File: src/rtl/itcf_pkg.sv
// Shared types and constants for the IMU tilt complementary filter.
// Holds the angle type, update kinds, register indexes and the CORDIC arctangent table.
// No dependencies.
package itcf_pkg;

   localparam int INT_FRAC = 16;
   localparam int ANGLE_W  = 25;

   typedef logic signed [ANGLE_W-1:0] angle_type;

   // 180 and 90 degrees in 1/65536 degree
   localparam angle_type HALF_TURN = 25'sd11796480;
   localparam angle_type NINETY    = 25'sd5898240;
   localparam logic signed [63:0] HALF_TURN_WIDE = 64'sd11796480;

   typedef enum logic [1:0] {
      KIND_FIRST  = 2'd0,
      KIND_RELOAD = 2'd1,
      KIND_BLEND  = 2'd2
   } update_kind_type;

   localparam logic [1:0] CSR_BLEND_WEIGHT = 2'd0;
   localparam logic [1:0] CSR_MAX_GAP_US   = 2'd1;
   localparam logic [1:0] CSR_GYRO_GAIN    = 2'd2;

   // atan(2^-i) in 1/65536 degree
   function automatic logic [22:0] atan_lut(input logic [4:0] idx);
      logic [22:0] v;
      unique case (idx)
         5'd0:  v = 23'd2949120;
         5'd1:  v = 23'd1740967;
         5'd2:  v = 23'd919879;
         5'd3:  v = 23'd466945;
         5'd4:  v = 23'd234379;
         5'd5:  v = 23'd117304;
         5'd6:  v = 23'd58666;
         5'd7:  v = 23'd29335;
         5'd8:  v = 23'd14668;
         5'd9:  v = 23'd7334;
         5'd10: v = 23'd3667;
         5'd11: v = 23'd1833;
         5'd12: v = 23'd917;
         5'd13: v = 23'd458;
         5'd14: v = 23'd229;
         5'd15: v = 23'd115;
         5'd16: v = 23'd57;
         5'd17: v = 23'd29;
         5'd18: v = 23'd14;
         5'd19: v = 23'd7;
         5'd20: v = 23'd4;
         5'd21: v = 23'd2;
         5'd22: v = 23'd1;
         default: v = 23'd0;
      endcase
      return v;
   endfunction

   // saturate to +-180 degrees
   function automatic angle_type clamp_angle(input logic signed [63:0] v);
      angle_type r;
      if (v > HALF_TURN_WIDE) begin
         r = HALF_TURN;
      end else if (v < -HALF_TURN_WIDE) begin
         r = -HALF_TURN;
      end else begin
         r = ANGLE_W'(v);
      end
      return r;
   endfunction

endpackage

File: src/rtl/itcf_cordic.sv
// Iterative CORDIC in vectoring mode: atan2(y, x) in 1/65536 degree, one step per cycle.
// Depends on itcf_pkg for the angle type, the arctangent table and the clamp.
module itcf_cordic #(
   parameter int ITERATIONS = 16
) (
   input  logic                clock,
   input  logic                reset,
   input  logic                start,
   input  itcf_pkg::angle_type x_in,
   input  itcf_pkg::angle_type y_in,
   output logic                done,
   output itcf_pkg::angle_type angle
);

   localparam int CNT_W = $clog2(ITERATIONS);
   localparam int XY_W  = 27;
   localparam int Z_W   = 26;

   typedef enum logic {C_IDLE, C_RUN} cordic_state_type;

   cordic_state_type           state_ff;
   logic signed [XY_W-1:0]     x_ff, y_ff, x0, y0, xi, yi, xs, ys, x_nx, y_nx;
   logic signed [Z_W-1:0]      z_ff, z0, z_nx, atan_s;
   logic [CNT_W-1:0]           iter_ff;
   logic                       zero_ff;
   logic                       done_ff;
   itcf_pkg::angle_type        angle_ff;

   assign xi = XY_W'(x_in);
   assign yi = XY_W'(y_in);

   // move the vector into the right half plane first
   always_comb begin
      if (xi < 0) begin
         if (yi >= 0) begin
            x0 = yi;
            y0 = -xi;
            z0 = Z_W'(itcf_pkg::NINETY);
         end else begin
            x0 = -yi;
            y0 = xi;
            z0 = -Z_W'(itcf_pkg::NINETY);
         end
      end else begin
         x0 = xi;
         y0 = yi;
         z0 = '0;
      end
   end

   assign xs     = x_ff >>> iter_ff;
   assign ys     = y_ff >>> iter_ff;
   assign atan_s = signed'(Z_W'(itcf_pkg::atan_lut(5'(iter_ff))));

   always_comb begin
      if (y_ff > 0) begin
         x_nx = x_ff + ys;
         y_nx = y_ff - xs;
         z_nx = z_ff + atan_s;
      end else begin
         x_nx = x_ff - ys;
         y_nx = y_ff + xs;
         z_nx = z_ff - atan_s;
      end
   end

   always_ff @(posedge clock) begin
      if (reset) begin
         state_ff <= C_IDLE;
         done_ff  <= 1'b0;
      end else begin
         done_ff <= 1'b0;
         unique case (state_ff)
            C_IDLE: begin
               if (start) begin
                  x_ff     <= x0;
                  y_ff     <= y0;
                  z_ff     <= z0;
                  zero_ff  <= (x_in == '0) && (y_in == '0);
                  iter_ff  <= '0;
                  state_ff <= C_RUN;
               end
            end
            C_RUN: begin
               x_ff    <= x_nx;
               y_ff    <= y_nx;
               z_ff    <= z_nx;
               iter_ff <= iter_ff + CNT_W'(1);
               if (iter_ff == CNT_W'(ITERATIONS - 1)) begin
                  done_ff  <= 1'b1;
                  angle_ff <= zero_ff ? '0 : itcf_pkg::clamp_angle(64'(z_nx));
                  state_ff <= C_IDLE;
               end
            end
         endcase
      end
   end

   assign done  = done_ff;
   assign angle = angle_ff;

endmodule

File: src/rtl/imu_tilt_complementary_filter_top.sv
// Top level of the IMU tilt complementary filter: sequencer, shared multiplier, sqrt and divider.
// Depends on itcf_pkg and itcf_cordic.
//
// One sample at a time runs through a small sequencer around one shared 27x27 multiplier:
// S_SQ0 and S_SQ1 form ay^2+az^2, a bit-pair square root follows, then the CORDIC unit
// runs for pitch and for roll. A blended update adds, per axis, the gyro step multiplies
// S_G0 to S_G2, a setup state, an eight-digit divide by 10^6 by reciprocal multiplication,
// a step state and the blend states S_BL0 to S_BL2. req_ready is high only between samples.
// The result sits in an output register, so the next sample can be taken while the previous
// result waits for rsp_ready; a sample that finishes while that register is still full waits
// until it drains. Configuration writes are taken only while idle with no sample offered.
// Angles are signed, in 1/2^ANGLE_FRAC_BITS degree, saturated to +-180 degrees.
module imu_tilt_complementary_filter_top #(
   parameter int ANGLE_FRAC_BITS   = 8,
   parameter int CORDIC_ITERATIONS = 16
) (
   input  logic               clock,
   input  logic               reset,
   input  logic               req_valid,
   output logic               req_ready,
   input  logic signed [15:0] req_accel_x,
   input  logic signed [15:0] req_accel_y,
   input  logic signed [15:0] req_accel_z,
   input  logic signed [15:0] req_gyro_x,
   input  logic signed [15:0] req_gyro_y,
   input  logic        [31:0] req_time_us,
   output logic               rsp_valid,
   input  logic               rsp_ready,
   output logic signed [16:0] rsp_filt_pitch,
   output logic signed [16:0] rsp_filt_roll,
   output logic signed [16:0] rsp_tilt_pitch,
   output logic signed [16:0] rsp_tilt_roll,
   output logic        [1:0]  rsp_update_kind,
   input  logic               csr_valid,
   output logic               csr_ready,
   input  logic        [1:0]  csr_index,
   input  logic        [23:0] csr_wdata
);

   localparam int OUT_SHIFT  = itcf_pkg::INT_FRAC - ANGLE_FRAC_BITS;
   localparam logic signed [25:0] OUT_ROUND = 26'sd1 <<< (OUT_SHIFT - 1);
   localparam int SQRT_STEPS = 24;
   localparam int DIV_DIGITS = 8;
   localparam logic [20:0] USEC_PER_SEC = 21'd1000000;
   localparam logic [22:0] DIV_RECIP    = 23'd4398047;
   localparam logic [63:0] DIV_ROUND    = 64'd500000;

   typedef enum logic [4:0] {
      S_IDLE, S_SQ0, S_SQ1, S_SQRT, S_TP_START, S_TP_WAIT, S_TR_START, S_TR_WAIT,
      S_DECIDE, S_G0, S_G1, S_G2, S_DIV_INIT, S_DIV, S_DIV_SUB, S_STEP, S_BL0, S_BL1, S_BL2,
      S_DONE
   } state_type;

   state_type                  state_ff;
   logic [15:0]                blend_weight_ff;
   logic [23:0]                max_gap_ff;
   logic [23:0]                gyro_gain_ff;

   logic signed [15:0]         ax_ff, ay_ff, az_ff, gx_ff, gy_ff;
   logic [23:0]                dt_ff;
   itcf_pkg::update_kind_type  kind_ff;
   logic signed [63:0]         acc_ff;
   logic [39:0]                p1_ff;
   logic [47:0]                sq_rem_ff, sq_res_ff, sq_bit_ff;
   logic [19:0]                div_rem_ff;
   logic [43:0]                div_num_ff;
   logic [7:0]                 div_digit_ff;
   logic [5:0]                 cnt_ff;
   logic                       axis_ff;
   itcf_pkg::angle_type        tp_ff, tr_ff, gest_ff, filt_pitch_ff, filt_roll_ff;
   logic [31:0]                last_time_ff;
   logic                       have_prev_ff;

   logic                       rsp_valid_ff;
   logic [16:0]                rsp_fp_ff, rsp_fr_ff, rsp_tp_ff, rsp_tr_ff;
   logic [1:0]                 rsp_kind_ff;

   logic signed [26:0]         mul_a, mul_b;
   logic signed [53:0]         mul_p;
   logic signed [15:0]         rate;
   logic [15:0]                rate_mag;
   itcf_pkg::angle_type        cur_t, cur_f;
   logic [31:0]                dt_full, sumsq;
   logic [47:0]                sq_trial;
   logic                       sq_ge;
   logic [27:0]                div_trial;
   logic [63:0]                div_n;
   logic [44:0]                q_round;
   logic signed [37:0]         q_s, step_s, gsum;
   logic signed [63:0]         bl;
   logic                       cordic_start, cordic_done;
   itcf_pkg::angle_type        cordic_x, cordic_y, cordic_angle;

   function automatic logic [16:0] out_angle(input itcf_pkg::angle_type v);
      logic signed [25:0] r;
      r = 26'(v) + OUT_ROUND;
      return 17'(r >>> OUT_SHIFT);
   endfunction

   assign rate     = axis_ff ? gx_ff : gy_ff;
   assign rate_mag = rate[15] ? 16'(-rate) : 16'(rate);
   assign cur_t    = axis_ff ? tr_ff : tp_ff;
   assign cur_f    = axis_ff ? filt_roll_ff : filt_pitch_ff;

   // shared multiplier
   always_comb begin
      unique case (state_ff)
         S_SQ0: begin
            mul_a = 27'(ay_ff);
            mul_b = 27'(ay_ff);
         end
         S_SQ1: begin
            mul_a = 27'(az_ff);
            mul_b = 27'(az_ff);
         end
         S_G0: begin
            mul_a = 27'(rate_mag);
            mul_b = 27'(gyro_gain_ff);
         end
         S_G1: begin
            mul_a = 27'(p1_ff[19:0]);
            mul_b = 27'(dt_ff);
         end
         S_G2: begin
            mul_a = 27'(p1_ff[39:20]);
            mul_b = 27'(dt_ff);
         end
         S_DIV: begin
            mul_a = 27'(div_trial[27:6]);
            mul_b = 27'(DIV_RECIP);
         end
         S_BL0: begin
            mul_a = 27'(blend_weight_ff);
            mul_b = 27'(gest_ff);
         end
         S_BL1: begin
            mul_a = 27'(17'(17'h10000 - {1'b0, blend_weight_ff}));
            mul_b = 27'(cur_t);
         end
         default: begin
            mul_a = '0;
            mul_b = '0;
         end
      endcase
   end

   assign mul_p = mul_a * mul_b;

   assign dt_full   = req_time_us - last_time_ff;
   assign sumsq     = acc_ff[31:0] + mul_p[31:0];
   assign sq_trial  = sq_res_ff + sq_bit_ff;
   assign sq_ge     = sq_rem_ff >= sq_trial;
   assign div_trial = {div_rem_ff, acc_ff[63:56]};
   assign div_n     = acc_ff + DIV_ROUND;
   assign q_round   = 45'(div_num_ff) + 45'd128;
   assign q_s       = signed'({1'b0, q_round[44:8]});
   assign step_s    = rate[15] ? -q_s : q_s;
   assign gsum      = 38'(cur_f) + step_s;
   assign bl        = (acc_ff + 64'sd32768) >>> 16;

   // tilt vectors: pitch uses (sqrt(ay^2+az^2), -ax), roll uses (az, ay)
   assign cordic_start = (state_ff == S_TP_START) || (state_ff == S_TR_START);
   assign cordic_x = (state_ff == S_TR_START) ? (25'(az_ff) <<< 8)
                                              : itcf_pkg::angle_type'({1'b0, sq_res_ff[23:0]});
   assign cordic_y = (state_ff == S_TR_START) ? (25'(ay_ff) <<< 8) : -(25'(ax_ff) <<< 8);

   itcf_cordic #(
      .ITERATIONS(CORDIC_ITERATIONS)
   ) u_cordic (
      .clock (clock),
      .reset (reset),
      .start (cordic_start),
      .x_in  (cordic_x),
      .y_in  (cordic_y),
      .done  (cordic_done),
      .angle (cordic_angle)
   );

   always_ff @(posedge clock) begin
      if (reset) begin
         state_ff        <= S_IDLE;
         rsp_valid_ff    <= 1'b0;
         have_prev_ff    <= 1'b0;
         filt_pitch_ff   <= '0;
         filt_roll_ff    <= '0;
         last_time_ff    <= '0;
         blend_weight_ff <= 16'd64225;
         max_gap_ff      <= 24'd100000;
         gyro_gain_ff    <= 24'd256141;
      end else begin
         if (csr_valid && csr_ready) begin
            unique case (csr_index)
               itcf_pkg::CSR_BLEND_WEIGHT: blend_weight_ff <= csr_wdata[15:0];
               itcf_pkg::CSR_MAX_GAP_US:   max_gap_ff      <= csr_wdata;
               itcf_pkg::CSR_GYRO_GAIN:    gyro_gain_ff    <= csr_wdata;
               default: ;
            endcase
         end
         if (rsp_valid_ff && rsp_ready && (state_ff != S_DONE)) begin
            rsp_valid_ff <= 1'b0;
         end
         unique case (state_ff)
            S_IDLE: begin
               if (req_valid) begin
                  ax_ff <= req_accel_x;
                  ay_ff <= req_accel_y;
                  az_ff <= req_accel_z;
                  gx_ff <= req_gyro_x;
                  gy_ff <= req_gyro_y;
                  dt_ff <= dt_full[23:0];
                  if (!have_prev_ff) begin
                     kind_ff <= itcf_pkg::KIND_FIRST;
                  end else if (dt_full > {8'd0, max_gap_ff}) begin
                     kind_ff <= itcf_pkg::KIND_RELOAD;
                  end else begin
                     kind_ff <= itcf_pkg::KIND_BLEND;
                  end
                  last_time_ff <= req_time_us;
                  have_prev_ff <= 1'b1;
                  state_ff     <= S_SQ0;
               end
            end
            S_SQ0: begin
               acc_ff   <= 64'(mul_p);
               state_ff <= S_SQ1;
            end
            S_SQ1: begin
               sq_rem_ff <= {sumsq, 16'd0};
               sq_res_ff <= '0;
               sq_bit_ff <= 48'd1 << 46;
               cnt_ff    <= '0;
               state_ff  <= S_SQRT;
            end
            S_SQRT: begin
               if (sq_ge) begin
                  sq_rem_ff <= sq_rem_ff - sq_trial;
                  sq_res_ff <= (sq_res_ff >> 1) + sq_bit_ff;
               end else begin
                  sq_res_ff <= sq_res_ff >> 1;
               end
               sq_bit_ff <= sq_bit_ff >> 2;
               cnt_ff    <= cnt_ff + 6'd1;
               if (cnt_ff == 6'(SQRT_STEPS - 1)) begin
                  state_ff <= S_TP_START;
               end
            end
            S_TP_START: state_ff <= S_TP_WAIT;
            S_TP_WAIT: begin
               if (cordic_done) begin
                  tp_ff    <= cordic_angle;
                  state_ff <= S_TR_START;
               end
            end
            S_TR_START: state_ff <= S_TR_WAIT;
            S_TR_WAIT: begin
               if (cordic_done) begin
                  tr_ff    <= cordic_angle;
                  state_ff <= S_DECIDE;
               end
            end
            S_DECIDE: begin
               if (kind_ff == itcf_pkg::KIND_BLEND) begin
                  axis_ff  <= 1'b0;
                  state_ff <= S_G0;
               end else begin
                  filt_pitch_ff <= tp_ff;
                  filt_roll_ff  <= tr_ff;
                  state_ff      <= S_DONE;
               end
            end
            S_G0: begin
               p1_ff    <= mul_p[39:0];
               state_ff <= S_G1;
            end
            S_G1: begin
               acc_ff   <= 64'(mul_p);
               state_ff <= S_G2;
            end
            S_G2: begin
               acc_ff   <= acc_ff + (64'(mul_p) <<< 20);
               state_ff <= S_DIV_INIT;
            end
            S_DIV_INIT: begin
               // radix-256 long division, numerator shifted out of acc a byte at a time
               acc_ff     <= signed'(div_n);
               div_rem_ff <= '0;
               div_num_ff <= '0;
               cnt_ff     <= '0;
               state_ff   <= S_DIV;
            end
            S_DIV: begin
               // digit = ((rem:byte) >> 6) * ceil(2^36/15625) >> 36, exact for this range
               div_digit_ff <= mul_p[43:36];
               state_ff     <= S_DIV_SUB;
            end
            S_DIV_SUB: begin
               div_rem_ff <= 20'(div_trial - 28'(div_digit_ff) * 28'(USEC_PER_SEC));
               div_num_ff <= {div_num_ff[35:0], div_digit_ff};
               acc_ff     <= acc_ff <<< 8;
               cnt_ff     <= cnt_ff + 6'd1;
               if (cnt_ff == 6'(DIV_DIGITS - 1)) begin
                  state_ff <= S_STEP;
               end else begin
                  state_ff <= S_DIV;
               end
            end
            S_STEP: begin
               gest_ff  <= itcf_pkg::clamp_angle(64'(gsum));
               state_ff <= S_BL0;
            end
            S_BL0: begin
               acc_ff   <= 64'(mul_p);
               state_ff <= S_BL1;
            end
            S_BL1: begin
               acc_ff   <= acc_ff + 64'(mul_p);
               state_ff <= S_BL2;
            end
            S_BL2: begin
               if (!axis_ff) begin
                  filt_pitch_ff <= itcf_pkg::clamp_angle(bl);
                  axis_ff       <= 1'b1;
                  state_ff      <= S_G0;
               end else begin
                  filt_roll_ff <= itcf_pkg::clamp_angle(bl);
                  state_ff     <= S_DONE;
               end
            end
            S_DONE: begin
               if (!rsp_valid_ff || rsp_ready) begin
                  rsp_fp_ff    <= out_angle(filt_pitch_ff);
                  rsp_fr_ff    <= out_angle(filt_roll_ff);
                  rsp_tp_ff    <= out_angle(tp_ff);
                  rsp_tr_ff    <= out_angle(tr_ff);
                  rsp_kind_ff  <= kind_ff;
                  rsp_valid_ff <= 1'b1;
                  state_ff     <= S_IDLE;
               end
            end
            default: state_ff <= S_IDLE;
         endcase
      end
   end

   assign req_ready       = (state_ff == S_IDLE);
   assign csr_ready       = (state_ff == S_IDLE) && !req_valid;
   assign rsp_valid       = rsp_valid_ff;
   assign rsp_filt_pitch  = rsp_fp_ff;
   assign rsp_filt_roll   = rsp_fr_ff;
   assign rsp_tilt_pitch  = rsp_tp_ff;
   assign rsp_tilt_roll   = rsp_tr_ff;
   assign rsp_update_kind = rsp_kind_ff;

`ifndef NO_ASSERTIONS
   a_one_in_flight: assert property (@(posedge clock) disable iff (reset)
      req_valid && req_ready |=> !req_ready)
      else $error("second sample taken while one is in work");

   a_rsp_from_done: assert property (@(posedge clock) disable iff (reset)
      $rose(rsp_valid) |-> $past(state_ff == S_DONE))
      else $error("result raised outside the done state");

   a_cordic_expected: assert property (@(posedge clock) disable iff (reset)
      cordic_done |-> (state_ff == S_TP_WAIT || state_ff == S_TR_WAIT))
      else $error("cordic finished while the sequencer was not waiting");

   a_state_in_range: assert property (@(posedge clock) disable iff (reset)
      filt_pitch_ff <= itcf_pkg::HALF_TURN && filt_pitch_ff >= -itcf_pkg::HALF_TURN &&
      filt_roll_ff <= itcf_pkg::HALF_TURN && filt_roll_ff >= -itcf_pkg::HALF_TURN)
      else $error("filter state beyond half turn");
`endif

endmodule
File: config.mk
export PLATFORM = sky130hd
export DESIGN_NAME = imu_tilt_complementary_filter_top
export DESIGN_NICKNAME = d
export VERILOG_FILES = /design/src/rtl/itcf_pkg.sv /design/src/rtl/itcf_cordic.sv /design/src/rtl/imu_tilt_complementary_filter_top.sv
export SDC_FILE = /design/constraint.sdc
export NUM_CORES = 2
export LEC_CHECK = 0
export BUFFER_PORTS_ARGS = -buffer_cell sky130_fd_sc_hd__buf_2
export CAP_MARGIN = 15
export CELL_PAD_IN_SITES_DETAIL_PLACEMENT = 1
export CELL_PAD_IN_SITES_GLOBAL_PLACEMENT = 1
export CORE_UTILIZATION = 55
export DETAILED_ROUTE_END_ITERATION = 10
export PLACE_DENSITY_LB_ADDON = 0.1
export SLEW_MARGIN = 0
export SYNTH_ARGS = -nofsm -noshare
export SYNTH_HDL_FRONTEND = slang
export SYNTH_SLANG_ARGS = --single-unit
export TNS_END_PERCENT = 1
File: constraint.sdc
create_clock -name clock -period 26.1 [get_ports clock]
set_input_delay 5.22 -clock clock [delete_from_list [all_inputs] [get_ports clock]]
set_output_delay 5.22 -clock clock [all_outputs]
set_load 0.1 [all_outputs]
After elaboration in Yosys (flattened, before gate mapping). Memory sizes are Yosys's and may differ from the RTL's. A register that Yosys moved wholly into a read port is not among the register bits. Cells that the tools add are included.

$lt $le $gt $ge: 11. Multiply operators: 2. Muxes and demuxes: 66. Add/subtract/negate cells: 30. Reductions and logical operators: 49. Shift-type cells: 2. Bitwise operators: 2. Eq/ne operators: 37.

Operators by type and width (count): $pmux W64 S5 (1); $mux W25 (12); $pmux W48 S2 (3); $mux W27 (8); $pmux W27 S8 (1); $pmux W27 S7 (1); $pmux W27 S2 (2); $mux W26 (4); $add A25 B9 Y25 const B (4); $pmux W25 S2 (2); $pmux W5 S20 (1); $mux W48 (2); $pmux W44 S2 (1); $add A64 B17 Y64 const B (1); $add A64 B19 Y64 const B (1); $add A64 B54 Y64 (1); $add A64 B64 Y64 (1); $add A27 B27 Y27 (2); $mul A27 B27 Y54 (1); $neg A25 Y27 (2); $sshr A27 B4 Y27 (2); $sub A27 B27 Y27 (2); $pmux W26 S2 (1); $logic_not A25 Y1 (2); 65 further kinds (141).

Memories: 1. Bits in read-only memories: 352. Word-level logic and storage cells: 245. Bits of input ports: 143. Output and inout port bits: 73. Bits in registers: 843.

Memories: (name not given) (depth 16, bits a word 22, read ports 1, clocked after memory_dff 1, write ports 0, line itcf_pkg.sv:29) `unique case (idx)`.

Depth between registers and ports, before layout.
Depth after elaboration: 7. Depth in mapped cells: 54. Gate-level depth less buffers: 51.

By module. From an unflattened synthesis, not the netlist that was laid out.

Cells, all modules: 10145. Area, all modules: 90342.9 um2.

By module, submodules not included: imu_tilt_complementary_filter_top (sequential area each 19698.9 um2, instances 1, cells an instance 8332, area each 74988.2 um2); itcf_cordic (sequential area each 3783.6 um2, instances 1, cells an instance 1813, area each 15354.7 um2).

Least setup slack after synthesis. No wires, ideal clock.

Path type: input port to output port. Start: in req_valid. End: out csr_ready. Data required time: 20.880 ns. Path buffers: 0. Slack: 13.381 ns. Stages: 1. Arrival: 7.499 ns. Cells stage by stage: nor3_1.

Word-level cells in the longest chain between the ends: 2.

Ends and longest elaborated chain: start: declaration (line imu_tilt_complementary_filter_top.sv:19) `input logic req_valid,`; $logic_not A1 Y1 (line imu_tilt_complementary_filter_top.sv:346) `assign csr_ready = (state_ff == S_IDLE) && !req_valid;`; $logic_and A1 B1 Y1 (line imu_tilt_complementary_filter_top.sv:346); end: declaration (line imu_tilt_complementary_filter_top.sv:35) `output logic csr_ready,`.

No other way between the ends.

Final worst setup path.
Start: reg state_ff[4]. End: reg acc_ff[61], data pin.

Word-level cells in the longest chain between the ends: 6. Elaborated cells between the ends (all ways): 18. Those cells by class: 2 x add/sub; 1 x mul; 10 x eq/ne; 3 x mux; 2 x reduce/logical.

Ends and longest elaborated chain: start: declaration (line imu_tilt_complementary_filter_top.sv:54) `state_type state_ff;`; start signal: assignment (line imu_tilt_complementary_filter_top.sv:181) `state_ff <= S_IDLE;`; start signal: assignment (line imu_tilt_complementary_filter_top.sv:220) `state_ff <= S_SQ0;`; start signal: assignment (line imu_tilt_complementary_filter_top.sv:225) `state_ff <= S_SQ1;`; $eq A5 B4 Y1 (line imu_tilt_complementary_filter_top.sv:107, imu_tilt_complementary_filter_top.sv:202); $reduce_or A2 Y1 (no source line); $pmux W27 S7 (line imu_tilt_complementary_filter_top.sv:107) `unique case (state_ff)`; $mul A27 B27 Y54 (line imu_tilt_complementary_filter_top.sv:147) `assign mul_p = mul_a * mul_b;`; $add A64 B54 Y64 or $add A64 B64 Y64 (tied branches) (line imu_tilt_complementary_filter_top.sv:316, imu_tilt_complementary_filter_top.sv:280); $pmux W64 S5 * (line imu_tilt_complementary_filter_top.sv:202) `unique case (state_ff)`; end signal: assignment (line imu_tilt_complementary_filter_top.sv:224) `acc_ff <= 64'(mul_p);`; end signal: assignment (line imu_tilt_complementary_filter_top.sv:312) `acc_ff <= 64'(mul_p);`; end signal: assignment (line imu_tilt_complementary_filter_top.sv:316) `acc_ff <= acc_ff + 64'(mul_p);`; end: declaration (line imu_tilt_complementary_filter_top.sv:62) `logic signed [63:0] acc_ff;`.

Every way passes the cells marked *; elsewhere a longest branch is shown, timed or not. A chain may end at the register's enable or synchronous reset.

==> qor.txt <==
outcome: finished clean
Post-Syn Nets: 11,400
cell mode on critical path: fa_1
top-area cell type share of the netlist area: 22.4%
CTS tree: built
RSZ-0062 raised after global routing: false
Setup Buffers After CTS: 0
post-synth top area cell: edfxtp_1
skew final: 73.3 ps
Final Hold Viols: 0
highest clock rate: 64.2 MHz
worst slew pin tran: 1420 ps
root buffer cell: clkbuf_16
CP delay by family, top: adder cells
total grt overflow: 0
via count of the first global-routing pass: 84,000
largest net degree at the start of global routing: 75
Sink Count: 841
Max FO, Critical Path: 38
kind of critical path: reg -> reg
syn avg cell area: 8.92 um^2
CTS Buffer Depth: 3
Setup violations, final: 0
Core Region: 161,000 um^2
fraction of layout cells with a size suffix above 1: 7.65%
Simple-Gate Fraction of Synth Area: 16.7%
Final Max Tran Viols: 0
top post-synthesis cells by area: edfxtp_1, fa_1, ha_1, nand2_1, xnor2_1
Die Y: 404 um
slowest CP cell: fa_1
Row Count: 147
max incr delay on CP: 1120 ps
origin of the worst setup path: state_ff[4]
Max Cap Violations: 0
fin nets: 11,400
synth unique cells: 106
number of synthesized register bits: 841
first-pass GRT wire length: 536,000 um
post-detail-place hpwl: 279,000 um
GR Util All Layers: 43.4%
io pins: 216
Resize count post-CTS: 0
Worst Path Arrival: 16,120 ps
RePlAce Congestion: 1.04
Syn Inst Count: 9,981
post-synthesis adder-cell area fraction: 23.9%
antenna-violating nets left: 0
Worst Path Buf+Inv: 7
post-synthesis mux area share: 3.34%
initial antenna violation count: 39
Setup crit end kind: flip-flop
Initial DRT Pass Iterations: 6
Iter 0 DRT Violations: 8,566
Syn Std Cell Area: 89,000 um^2
R2R Path End: acc_ff[61]
TritonCTS Buffers: 102
Worst Setup EP: acc_ff[61]
largest family of logic cells by synthesized area: adder cells
total die area: 163,000 um^2
Vias/cell: 6.62
WP data required: 26,640 ps
startpoint types: flip-flop
CTS clk-pin slew, worst paths: 60 ps
Initial Utilization: 55.4%
Synth Area in Compound Gates: 15.9%
Critical Path Stages: 40
async set or reset register ratio after synthesis: 0%
Post-synth EDFFs: 664
DR WL/cell: 29.3 um
Hold WC Path Type: reg -> reg
worst reg2reg path startpoint: state_ff[4]
H-tree levels: 3
Post-Synth XOR/XNOR Area: 7.71%
fin crit period: 15,570 ps
yosys warns: 0
Layout area overhead: 8.04%
port buffer count: 215
final period utilization: 59.7%
R2R depth: 40
via count: 81,100
drt drc: 0
Setup TNS: 0 ps
DIE WIDTH: 404 um
slew margin rel.: 4.36%
later-pin clock latency in the skew report: 790 ps
register area share after synthesis: 26.4%
hold buffers post-CTS: 0
ys flop type: edfxtp_1
WL final: 358,000 um
R2R setup slack: 10,530 ps
-- synth_stat cells (all sizes together) (110+ instances only) --
library cell,instances
a21o,222
mux2i,120
nor3,157
nor2,846
o21ai,442
dfxtp,177
ha,593
inv,980
a21oi,619
nand3,232
xor2,351
edfxtp,664
and2,157
clkbuf,408
a211oi,110
nand2,1196
xnor2,430
fa,690
-- cell usage in the layout, fill, tap and decap left out, types with 42 or more instances in the layout --
master and n:
and3_1 108, o21ai_0 433, a211oi_1 108, nand3_1 229, mux4_2 51, a22oi_1 53, nor2_1 827, a21o_1 222
nor3_1 147, o21a_1 74, xor2_1 351, a221oi_1 61, buf_2 215, mux2_2 53, fa_1 690, ha_1 593
nand4_1 109, nor4_1 50, o211ai_1 66, mux2i_1 118, dfxtp_1 175, and2_1 155, o31ai_1 42, or3_1 46
inv_1 979, edfxtp_1 664, a21oi_1 616, buf_4 147, o21bai_1 63, xnor2_1 429, nand2_1 1195, clkbuf_16 104
a31oi_1 102, nor2b_1 71, nand2b_1 79
-- area by class of cell --
type	instances	area, um^2
Clock inverter	81	1060
Clock buffer	110	2630
Sequential cell	841	23500
Inverter	983	3690
Fill cell	18600	64400
Multi-Input combinational cell	7685	60300
Antenna cell	22	55.1
Timing Repair Buffer	366	2250
Tap cell	2160	2700
-- worst reg2reg max path, delay by kind of cell (launching register included) --
kind	cells	cell delay, ps
fa+ha+maj	9	5710
compound gates	12	3550
simple gates	10	2220
buf+inv	7	2210
xor+xnor	2	980
flops	1	700
-- per-layer routing --
layer | part of all wire (%) | vias up | GRT usage, %
met5 | 0.055 | - | 0
met4 | 6.9 | 28 | 25.3
met3 | 11 | 1236 | 10.7
met2 | 45 | 4419 | 66.9
met1 | 38 | 40700 | 55.3
li1 | - | 34700 | -
-- per-stage QoR --
stage	setup WS [ps]	instance area, um^2	utilization, %	cells	hold slack, ps
CTS	10730	96100	59.8	12200	455
global placement	11050	92400	57.5	12000	424
finish	10530	96200	59.9	12200	456
global route	9580	96100	59.9	12200	464
floorplan	13380	89000	-	9981	417
detailed placement	10730	92400	57.5	12000	444
-- flip-flops by register name (all words and copies together) (netlist names), 27 cells and up --
| signal | cells |
|---|---|
| acc_ff | 64 |
| sq_rem_ff | 48 |
| sq_res_ff | 48 |
| div_num_ff | 44 |
| p1_ff | 40 |
| last_time_ff | 32 |
| u_cordic.x_ff | 27 |
| u_cordic.y_ff | 27 |
-- cells by family (layout without fill, tap and decap cells) --
family / Yosys count / in the layout
buffers and inverters: 1455 / 1540
AOI/OAI and AO/OA: 2176 / 2176
DFF: 841 / 841
adders and majority gates: 1283 / 1283
and+or+nand+nor: 3219 / 3219
xor gates and xnor gates: 782 / 782
other: 0 / 22
muxes: 225 / 225
-- worst min-delay path by stage --
stage | cells after the start | slack [ps] | to | from
floorplan | 0 | 420 | rsp_update_kind[0] | kind_ff[0]
global route | 0 | 460 | tp_ff[10] | u_cordic.angle[10]
detailed placement | 0 | 440 | tp_ff[10] | u_cordic.angle[10]
global placement | 0 | 420 | tp_ff[8] | u_cordic.angle[8]
finish | 2 | 460 | last_time_ff[14] | last_time_ff[14]
CTS | 2 | 460 | max_gap_ff[2] | max_gap_ff[2]
Power is not shown: default switching activity piles up to over one toggle a cycle in this logic, so the estimate is an artifact.
